File: src/sv/ppsu_pkg.sv
// Shared types and constants of the preemptive priority scheduler.
`default_nettype none

package ppsu_pkg;

    localparam int QUEUE_DEPTH_DEF = 16;
    localparam int ID_W            = 16;
    localparam int PRIO_W          = 16;
    localparam int ORDER_W         = 32;

    typedef enum logic [1:0] {
        DEC_NONE    = 2'd0,
        DEC_ASSIGN  = 2'd1,
        DEC_PREEMPT = 2'd2
    } t_decision;

    typedef enum logic {
        OP_ADD    = 1'b0,
        OP_DECIDE = 1'b1
    } t_opcode;

    typedef enum logic [1:0] {
        ST_IDLE,
        ST_SCAN,
        ST_DONE
    } t_state;

    typedef enum logic [1:0] {
        CMD_NONE,
        CMD_LOAD,
        CMD_CLEAR
    } t_cmd_kind;

    // Best entry seen so far and whether a free slot was seen, passed cell to cell
    typedef struct packed {
        logic               found;
        logic               free_found;
        logic [ID_W-1:0]    task_id;
        logic [PRIO_W-1:0]  prio;
        logic [ORDER_W-1:0] order;
    } t_cand;

    // Update broadcast to all cells; the addressed cell applies it
    typedef struct packed {
        t_cmd_kind          kind;
        logic [ID_W-1:0]    task_id;
        logic [PRIO_W-1:0]  prio;
        logic [ORDER_W-1:0] order;
    } t_cmd;

endpackage

`default_nettype wire

File: src/sv/preemptive_priority_scheduler_unit.sv
// Top level: scan control, decision logic and the chain of queue cells.
//
//  channel  | handshake                  | payload
//  ---------+----------------------------+-------------------------------------------
//  in       | i_in_valid / o_in_ready    | opcode, task id/priority, running task
//  out      | o_out_valid / i_out_ready  | decision, assign id, resign id, queue full
//
// The block takes one item at a time: the scan wave walks one cell per cycle down
// the chain, then the update is applied as the result enters the output register.
// The result sits in an output register; a stalled result holds the block in its
// final step. Reset empties the queue and clears the order counter at once.
`default_nettype none

module preemptive_priority_scheduler_unit #(
    parameter int QUEUE_DEPTH = ppsu_pkg::QUEUE_DEPTH_DEF
) (
    input  wire logic                          i_clk,
    input  wire logic                          i_rst_n,
    input  wire logic                          i_in_valid,
    output logic                               o_in_ready,
    input  wire logic                          i_opcode,
    input  wire logic [ppsu_pkg::ID_W-1:0]     i_task_id,
    input  wire logic [ppsu_pkg::PRIO_W-1:0]   i_task_priority,
    input  wire logic                          i_running_valid,
    input  wire logic [ppsu_pkg::ID_W-1:0]     i_running_id,
    input  wire logic [ppsu_pkg::PRIO_W-1:0]   i_running_priority,
    output logic                               o_out_valid,
    input  wire logic                          i_out_ready,
    output logic [1:0]                         o_decision,
    output logic [ppsu_pkg::ID_W-1:0]          o_assign_id,
    output logic [ppsu_pkg::ID_W-1:0]          o_resign_id,
    output logic                               o_queue_full
);

    localparam int IDX_W = $clog2(QUEUE_DEPTH);

    ppsu_pkg::t_state              r_state, n_state;
    logic                          r_op;
    logic [ppsu_pkg::ID_W-1:0]     r_tid;
    logic [ppsu_pkg::PRIO_W-1:0]   r_tprio;
    logic                          r_rvalid;
    logic [ppsu_pkg::ID_W-1:0]     r_rid;
    logic [ppsu_pkg::PRIO_W-1:0]   r_rprio;
    ppsu_pkg::t_cand               r_res;
    logic [IDX_W-1:0]              r_res_top;
    logic [IDX_W-1:0]              r_res_free;
    logic [ppsu_pkg::ORDER_W-1:0]  r_next_order, n_next_order;
    logic                          r_out_valid, n_out_valid;
    logic [1:0]                    r_decision, n_decision;
    logic [ppsu_pkg::ID_W-1:0]     r_assign, n_assign;
    logic [ppsu_pkg::ID_W-1:0]     r_resign, n_resign;
    logic                          r_full, n_full;

    logic                          in_acc;
    logic                          load_out;
    ppsu_pkg::t_cmd                cmd;
    logic [IDX_W-1:0]              cmd_idx;

    logic                          w_tok      [QUEUE_DEPTH+1];
    ppsu_pkg::t_cand               w_cand     [QUEUE_DEPTH+1];
    logic [IDX_W-1:0]              w_top_idx  [QUEUE_DEPTH+1];
    logic [IDX_W-1:0]              w_free_idx [QUEUE_DEPTH+1];

    assign o_in_ready = (r_state == ppsu_pkg::ST_IDLE);
    assign in_acc     = i_in_valid && o_in_ready;

    // Launch the scan wave at the head of the chain with an empty candidate
    assign w_tok[0]      = in_acc;
    assign w_cand[0]     = '0;
    assign w_top_idx[0]  = '0;
    assign w_free_idx[0] = '0;

    for (genvar g = 0; g < QUEUE_DEPTH; g++) begin : g_cell
        ppsu_cell #(
            .IDX_W    (IDX_W),
            .CELL_IDX (g)
        ) u_cell (
            .i_clk      (i_clk),
            .i_rst_n    (i_rst_n),
            .i_tok      (w_tok[g]),
            .i_cand     (w_cand[g]),
            .i_top_idx  (w_top_idx[g]),
            .i_free_idx (w_free_idx[g]),
            .i_cmd      (cmd),
            .i_cmd_idx  (cmd_idx),
            .o_tok      (w_tok[g+1]),
            .o_cand     (w_cand[g+1]),
            .o_top_idx  (w_top_idx[g+1]),
            .o_free_idx (w_free_idx[g+1])
        );
    end

    // Sequence the item and form the decision from the scan result
    always_comb begin
        n_state      = r_state;
        n_next_order = r_next_order;
        n_decision   = ppsu_pkg::DEC_NONE;
        n_assign     = '0;
        n_resign     = '0;
        n_full       = 1'b0;
        cmd          = '{kind: ppsu_pkg::CMD_NONE, task_id: r_rid, prio: r_rprio, order: '0};
        cmd_idx      = r_res_top;
        load_out     = 1'b0;

        if (r_op == ppsu_pkg::OP_ADD) begin
            if (r_res.free_found) begin
                cmd.kind    = ppsu_pkg::CMD_LOAD;
                cmd.task_id = r_tid;
                cmd.prio    = r_tprio;
                cmd.order   = r_next_order;
                cmd_idx     = r_res_free;
            end else begin
                n_full = 1'b1;
            end
        end else if (r_res.found) begin
            n_assign = r_res.task_id;
            if (!r_rvalid) begin
                cmd.kind   = ppsu_pkg::CMD_CLEAR;
                n_decision = ppsu_pkg::DEC_ASSIGN;
            end else if (r_rprio > r_res.prio) begin
                cmd.kind   = ppsu_pkg::CMD_LOAD;
                n_decision = ppsu_pkg::DEC_PREEMPT;
                n_resign   = r_rid;
            end
        end

        unique case (r_state)
            ppsu_pkg::ST_IDLE: begin
                if (in_acc) begin
                    n_state = ppsu_pkg::ST_SCAN;
                end
            end
            ppsu_pkg::ST_SCAN: begin
                if (w_tok[QUEUE_DEPTH]) begin
                    n_state = ppsu_pkg::ST_DONE;
                end
            end
            ppsu_pkg::ST_DONE: begin
                if (!r_out_valid || i_out_ready) begin
                    load_out = 1'b1;
                    n_state  = ppsu_pkg::ST_IDLE;
                end
            end
            default: begin
                n_state = ppsu_pkg::ST_IDLE;
            end
        endcase

        // Drop the update unless the result is being committed this cycle
        if (!load_out) begin
            cmd.kind = ppsu_pkg::CMD_NONE;
        end
        if (load_out && (r_op == ppsu_pkg::OP_ADD) && r_res.free_found) begin
            n_next_order = r_next_order + 1'b1;
        end

        n_out_valid = r_out_valid;
        if (load_out) begin
            n_out_valid = 1'b1;
        end else if (i_out_ready) begin
            n_out_valid = 1'b0;
        end
    end

    // Control registers
    always_ff @(posedge i_clk) begin
        if (!i_rst_n) begin
            r_state      <= ppsu_pkg::ST_IDLE;
            r_next_order <= '0;
            r_out_valid  <= 1'b0;
        end else begin
            r_state      <= n_state;
            r_next_order <= n_next_order;
            r_out_valid  <= n_out_valid;
        end
    end

    // Hold the accepted beat for the length of the item
    always_ff @(posedge i_clk) begin
        if (in_acc) begin
            r_op     <= i_opcode;
            r_tid    <= i_task_id;
            r_tprio  <= i_task_priority;
            r_rvalid <= i_running_valid;
            r_rid    <= i_running_id;
            r_rprio  <= i_running_priority;
        end
    end

    // Capture the scan result at the tail of the chain
    always_ff @(posedge i_clk) begin
        if ((r_state == ppsu_pkg::ST_SCAN) && w_tok[QUEUE_DEPTH]) begin
            r_res      <= w_cand[QUEUE_DEPTH];
            r_res_top  <= w_top_idx[QUEUE_DEPTH];
            r_res_free <= w_free_idx[QUEUE_DEPTH];
        end
    end

    // Output register
    always_ff @(posedge i_clk) begin
        if (load_out) begin
            r_decision <= n_decision;
            r_assign   <= n_assign;
            r_resign   <= n_resign;
            r_full     <= n_full;
        end
    end

    assign o_out_valid  = r_out_valid;
    assign o_decision   = r_decision;
    assign o_assign_id  = r_assign;
    assign o_resign_id  = r_resign;
    assign o_queue_full = r_full;

endmodule

`default_nettype wire

File: src/sv/ppsu_cell.sv
// One queue slot: holds a task and folds it into the scan wave passing by.
`default_nettype none

module ppsu_cell #(
    parameter int IDX_W    = 4,
    parameter int CELL_IDX = 0
) (
    input  wire logic             i_clk,
    input  wire logic             i_rst_n,
    input  wire logic             i_tok,
    input  wire ppsu_pkg::t_cand  i_cand,
    input  wire logic [IDX_W-1:0] i_top_idx,
    input  wire logic [IDX_W-1:0] i_free_idx,
    input  wire ppsu_pkg::t_cmd   i_cmd,
    input  wire logic [IDX_W-1:0] i_cmd_idx,
    output logic                  o_tok,
    output ppsu_pkg::t_cand       o_cand,
    output logic [IDX_W-1:0]      o_top_idx,
    output logic [IDX_W-1:0]      o_free_idx
);

    localparam logic [IDX_W-1:0] MY_IDX = IDX_W'(CELL_IDX);

    logic                         r_valid;
    logic [ppsu_pkg::ID_W-1:0]    r_task;
    logic [ppsu_pkg::PRIO_W-1:0]  r_prio;
    logic [ppsu_pkg::ORDER_W-1:0] r_order;

    logic                         r_tok;
    ppsu_pkg::t_cand              r_cand;
    logic [IDX_W-1:0]             r_top_idx;
    logic [IDX_W-1:0]             r_free_idx;

    ppsu_pkg::t_cand              n_cand;
    logic [IDX_W-1:0]             n_top_idx;
    logic [IDX_W-1:0]             n_free_idx;
    logic                         better;
    logic                         hit;

    // Fold this slot into the candidate; strict compare keeps the lower index on ties
    always_comb begin
        better = r_valid && (!i_cand.found || (r_prio < i_cand.prio) ||
                 ((r_prio == i_cand.prio) && (r_order < i_cand.order)));
        n_cand     = i_cand;
        n_top_idx  = i_top_idx;
        n_free_idx = i_free_idx;
        if (better) begin
            n_cand.found   = 1'b1;
            n_cand.task_id = r_task;
            n_cand.prio    = r_prio;
            n_cand.order   = r_order;
            n_top_idx      = MY_IDX;
        end
        if (!r_valid && !i_cand.free_found) begin
            n_cand.free_found = 1'b1;
            n_free_idx        = MY_IDX;
        end
    end

    assign hit = (i_cmd_idx == MY_IDX);

    // Advance the scan wave to the next cell
    always_ff @(posedge i_clk) begin
        if (!i_rst_n) begin
            r_tok <= 1'b0;
        end else begin
            r_tok <= i_tok;
        end
        r_cand     <= n_cand;
        r_top_idx  <= n_top_idx;
        r_free_idx <= n_free_idx;
    end

    // Apply the broadcast update when addressed
    always_ff @(posedge i_clk) begin
        if (!i_rst_n) begin
            r_valid <= 1'b0;
        end else if (hit && (i_cmd.kind == ppsu_pkg::CMD_LOAD)) begin
            r_valid <= 1'b1;
        end else if (hit && (i_cmd.kind == ppsu_pkg::CMD_CLEAR)) begin
            r_valid <= 1'b0;
        end
        if (hit && (i_cmd.kind == ppsu_pkg::CMD_LOAD)) begin
            r_task  <= i_cmd.task_id;
            r_prio  <= i_cmd.prio;
            r_order <= i_cmd.order;
        end
    end

    assign o_tok      = r_tok;
    assign o_cand     = r_cand;
    assign o_top_idx  = r_top_idx;
    assign o_free_idx = r_free_idx;

endmodule

`default_nettype wire

File: config.mk
export PLATFORM = sky130hd
export DESIGN_NAME = preemptive_priority_scheduler_unit
export DESIGN_NICKNAME = d
export VERILOG_FILES = /design/src/sv/ppsu_pkg.sv /design/src/sv/preemptive_priority_scheduler_unit.sv /design/src/sv/ppsu_cell.sv
export SDC_FILE = /design/constraint.sdc
export NUM_CORES = 2
export LEC_CHECK = 0
export BUFFER_PORTS_ARGS = -buffer_cell sky130_fd_sc_hd__buf_4
export CORE_ASPECT_RATIO = 1.75
export CORE_MARGIN = 4
export CORE_UTILIZATION = 55
export CTS_CLUSTER_DIAMETER = 150
export DETAILED_ROUTE_END_ITERATION = 16
export PLACE_DENSITY = 0.73
export SLEW_MARGIN = 10
export SYNTH_ARGS = -nofsm -noshare
export SYNTH_HDL_FRONTEND = slang
export SYNTH_HIERARCHICAL = 1
export SYNTH_SLANG_ARGS = --single-unit
File: constraint.sdc
create_clock -name i_clk -period 9.1 [get_ports i_clk]
set_input_delay 1.82 -clock i_clk [delete_from_list [all_inputs] [get_ports i_clk]]
set_output_delay 1.82 -clock i_clk [all_outputs]
set_load 0.02 [all_outputs]
Word level (Yosys, flattened, before mapping)
Cells that the tools add are included.
{"block": "totals", "regBits": 2356, "latchBits": 0, "ram_bits": 0, "rom_bits": 0, "input_bits": 70, "memories": 0}
{"block": "op_classes", "add_sub_neg": 1, "n_mul": 0, "n_div": 0, "order_cmp": 31, "eq_ne": 37, "shifts": 0, "muxes": 71, "bitwise": 1, "n_reduce_logical": 181}
{"cell": "$mux W64", "count": 16}
{"cell": "$lt A32 B32 Y1", "count": 15}
{"cell": "$eq A16 B16 Y1", "count": 15}
{"cell": "$lt A16 B16 Y1", "count": 15}
{"cell": "$logic_and A1 B1 Y1", "count": 81}
{"cell": "$mux W65", "count": 1}
{"cell": "$logic_not A1 Y1", "count": 46}
{"cell": "$mux W1", "count": 43}
{"cell": "$reduce_bool A2 Y1", "count": 17}
{"cell": "$add A32 B1 Y32 const B", "count": 1}
{"cell": "$eq A4 B4 Y1 const B", "count": 8}
{"cell": "$logic_or A1 B1 Y1", "count": 31}
{"cell": "$eq A4 B3 Y1 const B", "count": 4}
{"cell": "$gt A16 B16 Y1", "count": 1}
{"cell": "$mux W2", "count": 8}
{"cell": "$eq A4 B2 Y1 const B", "count": 2}
{"cell": "$mux W4", "count": 2}
{"cell": "$pmux W2 S3", "count": 1}
{"cell": "$reduce_and A3 Y1", "count": 2}
{"cell": "$eq A2 B1 Y1 const B", "count": 2}
{"cell": "$eq A2 B2 Y1 const B", "count": 2}
{"cell": "$eq A4 B1 Y1 const B", "count": 1}
{"cell": "$logic_not A4 Y1", "count": 1}
{"cell": "$ne A2 B1 Y1 const B", "count": 2}
{"cell": "other kinds (5)", "count": 5}

Logic depth before layout (Yosys ltp)
{"block": "depth", "ltp_word": 10, "depth_mapped": 11, "ltp_nobuf": 10}

By module
Netlist, hierarchy kept.
{"mod": "ppsu_cell at g_cell[10].u_cell ...", "instances": 8, "cells_each": 393, "area_per_inst_um2": 5576.6, "seq_area_each_um2": 3443.3}
{"mod": "ppsu_cell at g_cell[12].u_cell ...", "instances": 6, "cells_each": 393, "area_per_inst_um2": 5575.3, "seq_area_each_um2": 3443.3}
{"mod": "preemptive_priority_scheduler_unit", "instances": 1, "cells_each": 604, "area_per_inst_um2": 7364.6, "seq_area_each_um2": 4994.8}
{"mod": "ppsu_cell at g_cell[15].u_cell", "instances": 1, "cells_each": 393, "area_per_inst_um2": 5572.8, "seq_area_each_um2": 3443.3}
{"mod": "ppsu_cell at g_cell[0].u_cell", "instances": 1, "cells_each": 393, "area_per_inst_um2": 5570.3, "seq_area_each_um2": 3443.3}

Least setup slack after synthesis
No wires, ideal clock.
{"block": "synth_path", "path_kind": "input-to-reg", "from": "in i_out_ready", "to": "reg g_cell[11].u_cell/r_order[0] (netlist name) (enable)", "arrival_time_ps": 7925, "setup_slack_ps": 688, "path_stages": 6, "path_buffers": 0, "cell_sequence": "nor2b_1 > nor2_1 > o21ai_0 > nor2_1 > nand2_1 > nor2_1"}
{"element": "start, declared", "line": "preemptive_priority_scheduler_unit.sv:28", "text": "input wire logic i_out_ready,"}
{"element": "end signal, assigned", "line": "ppsu_cell.sv:86", "text": "r_order <= i_cmd.order;"}
{"element": "end, declared", "line": "ppsu_cell.sv:27", "text": "logic [ppsu_pkg::ORDER_W-1:0] r_order;"}

==> results.toml <==
[clocking]
ctsResizeCount = 0
path_clk_slew_ps = 70
cts_tree = "yes"
h-tree-depth = 4
post_cts_buffers = 0
insertion_delay_ps = 830
clockRootBuffer = "clkbuf_16"
hold_buffers = 0
cts_max_path_buffers = 4
cts_made_buffers = 204
cts.sinks = 2386

[worst_setup_path]
required_ps = 9540
critical_path_buf_inv_count = 3
critPathCapture = "g_cell[15].u_cell/r_order[16]"
worst-path-stages = 9
path_common_cell = "buf_4"
r2r_setup_slack_ps = 4340
start_kind = "primary input"
critical_path.startpoint = "i_out_ready"
r2r_end = "g_cell[15].u_cell/r_order[16]"
critical_path.max_stage_delay_ps = 850
arrival_ps = 5370
criticalPathCategory = "primary input to flop"
crit_slowest_cell = "nor2_4"
worstPathCellList = "buf_4, nor2b_1, nor2_4, o21ai_0, nor2_2, buf_4, nand2_1, nor2_4, buf_4"
endpoint_kind = "flop"
critPathTopFamily = "simple AND/OR/NAND/NOR gates"
path_max_fanout = 44
r2r_start = "r_op"
reg2regPathDepth = 8

[grt]
grt_max_degree = 69
grtUsageTotal = 0.228
grt_pass1_wl_um = 315000
grt.overflow.total = 0
grt_pass1_vias = 57000
antenna_found_initial = 4

[route]
first_pass_iters = 6
route.detailed.drc = 0
drt-initial-drc-count = 2584
via_count = 52600
viasPerCell = 5.46
postRouteAntennaNets = 0
routed_wl_um = 207000
wl_per_cell_um = 21.5

[yosys]
synth_area_um2 = 95600
syn_avg_cell_area_um2 = 14.0
ys_warn_count = 6
synthCells = 6826

[timing]
maxSlewHeadroom = -0.0869
layout_setup_ws_ps = 4170
slew_violations = 2
timing.fmax_mhz = 203
worst_pin_slew_ps = 1610
finClkSkew_ps = 58.2
setup_violations = 0
period_share = 0.542
fin_crit_ps = 4930
rsz0062_at_grt = "no"
fin_setup_tns_ps = 0
finalHoldViolCount = 0

[power]
p_switching_w = 0.00466
clkPwrFrac = 0.405
powerDensity_nw_per_um2 = 207
seq_power_share = 0.538
swShare = 0.211
peakVddDrop_v = 0.000150
p_comb_frac = 0.057
p_leak_nw = 46.6
power.total_w = 0.0221
p_int_w = 0.0174

[layout]
synthToLayoutAreaGrowth_pct = 11.5
nNetsFinal = 8050
drive_gt1_frac = 0.221
fillers = 12700

[die]
rows = 202
start_util = 0.553
fp.dieH_um = 559
ios = 107
die_x_um = 323
coreArea_um2 = 173000
dieArea_um2 = 181000

[placement]
pre_cts_slack_ps = 3320
place_congestion = 0.874
dp_hpwl_um = 153000
port_buffers = 106

[run]
drv_cap = 0

[outcome]
status = "finished with violations"
violations = "max-slew violations"

[min_path]
hold_path.class = "flop to flop"
-- worst min path at each step --
stage / slack [ps] / startpoint / cells past startpoint / endpoint
after floorplan: 390 / g_cell[15].u_cell/o_cand[32] / 0 / r_res[32]
after global routing: 400 / g_cell[4].u_cell/o_top_idx[2] / 1 / g_cell[5].u_cell/o_top_idx[2]
after detailed placement: 390 / g_cell[15].u_cell/o_cand[32] / 0 / r_res[32]
final: 390 / g_cell[15].u_cell/o_cand[49] / 0 / r_res[49]
after global placement: 390 / g_cell[15].u_cell/o_cand[47] / 0 / r_res[47]
after CTS: 400 / g_cell[15].u_cell/o_cand[49] / 0 / r_res[49]
-- layer usage --
layer | vias up | global-route usage | wire length [um]
met1 | 25900 | 0.208 | 67400
met2 | 965 | 0.462 | 118000
met4 | 0 | 0.148 | 15800
li1 | 25100 | - | -
met5 | - | 0 | 0
met3 | 548 | 0.0252 | 5880
-- through the flow --
| stage | utilization | cells | hold WS [ps] | cell area, um^2 |
|---|---|---|---|---|
| 2_1_floorplan | - | 6949 | 386 | 96000 |
| 3_3_place_gp | 0.576 | 9249 | 386 | 99600 |
| 3_5_place_dp | 0.576 | 9249 | 389 | 99600 |
| 4_1_cts | 0.616 | 9621 | 401 | 107000 |
| 5_1_grt | 0.616 | 9622 | 404 | 107000 |
| 6_report | 0.616 | 9622 | 395 | 107000 |
-- layout by cell type, fill, tap and decap left out, types with 19 or more instances in the layout --
master     instances
nand2b_1          66
buf_4            191
or2_2             48
nand4_1          165
and2_1           112
clkinv_2          37
mux2_4           235
clkbuf_8          31
nor2_1            73
conb_1           124
o21ai_0           74
nor2b_1           53
mux2_2           736
o41ai_1           22
a211oi_1          65
inv_1            811
mux2_1            21
clkbuf_1          28
a21oi_1          282
clkbuf_16        214
edfxtp_1        1167
nor4_1            23
nand3_1          107
xor2_1            19
o21a_1            21
nand2_1          200
dfxtp_1         1219
bufinv_16         20
nor3_1            32
or3_1             35
ha_1             769
a21o_1           114
-- state kept, by name, summed over array words and instances, names as in the netlist, 32 cells and up --
signal,cells
g_cell.u_cell/o_top_idx,64
g_cell.u_cell/r_task,256
r_next_order,32
g_cell.u_cell/r_order,512
g_cell.u_cell/o_free_idx,64
g_cell.u_cell/r_prio,256
r_res,34
g_cell.u_cell/o_cand,1024
-- final cells by class --
class,instances,area [um^2],area share
repair buffers,191,1430,0.0135
flip-flops and latches,2386,59400,0.558
multi-input cells,3617,32800,0.308
well taps,2244,2810,0.0263
inverters,811,3040,0.0286
clock inverters,99,1100,0.0104
clock buffers,273,5890,0.0552
diodes,1,2.50,0.0000235
-- power by group through the flow --
stage               combinational, W  clock (W)  sequential (W)
floorplan                   0.000916          0          0.0120
global placement             0.00120          0          0.0121
detailed placement           0.00125          0          0.0121
CTS                          0.00127    0.00911          0.0119
global route                 0.00141    0.00953          0.0119
finish                       0.00126    0.00894          0.0119
No activity file was read; power rests on OpenSTA's default activity.
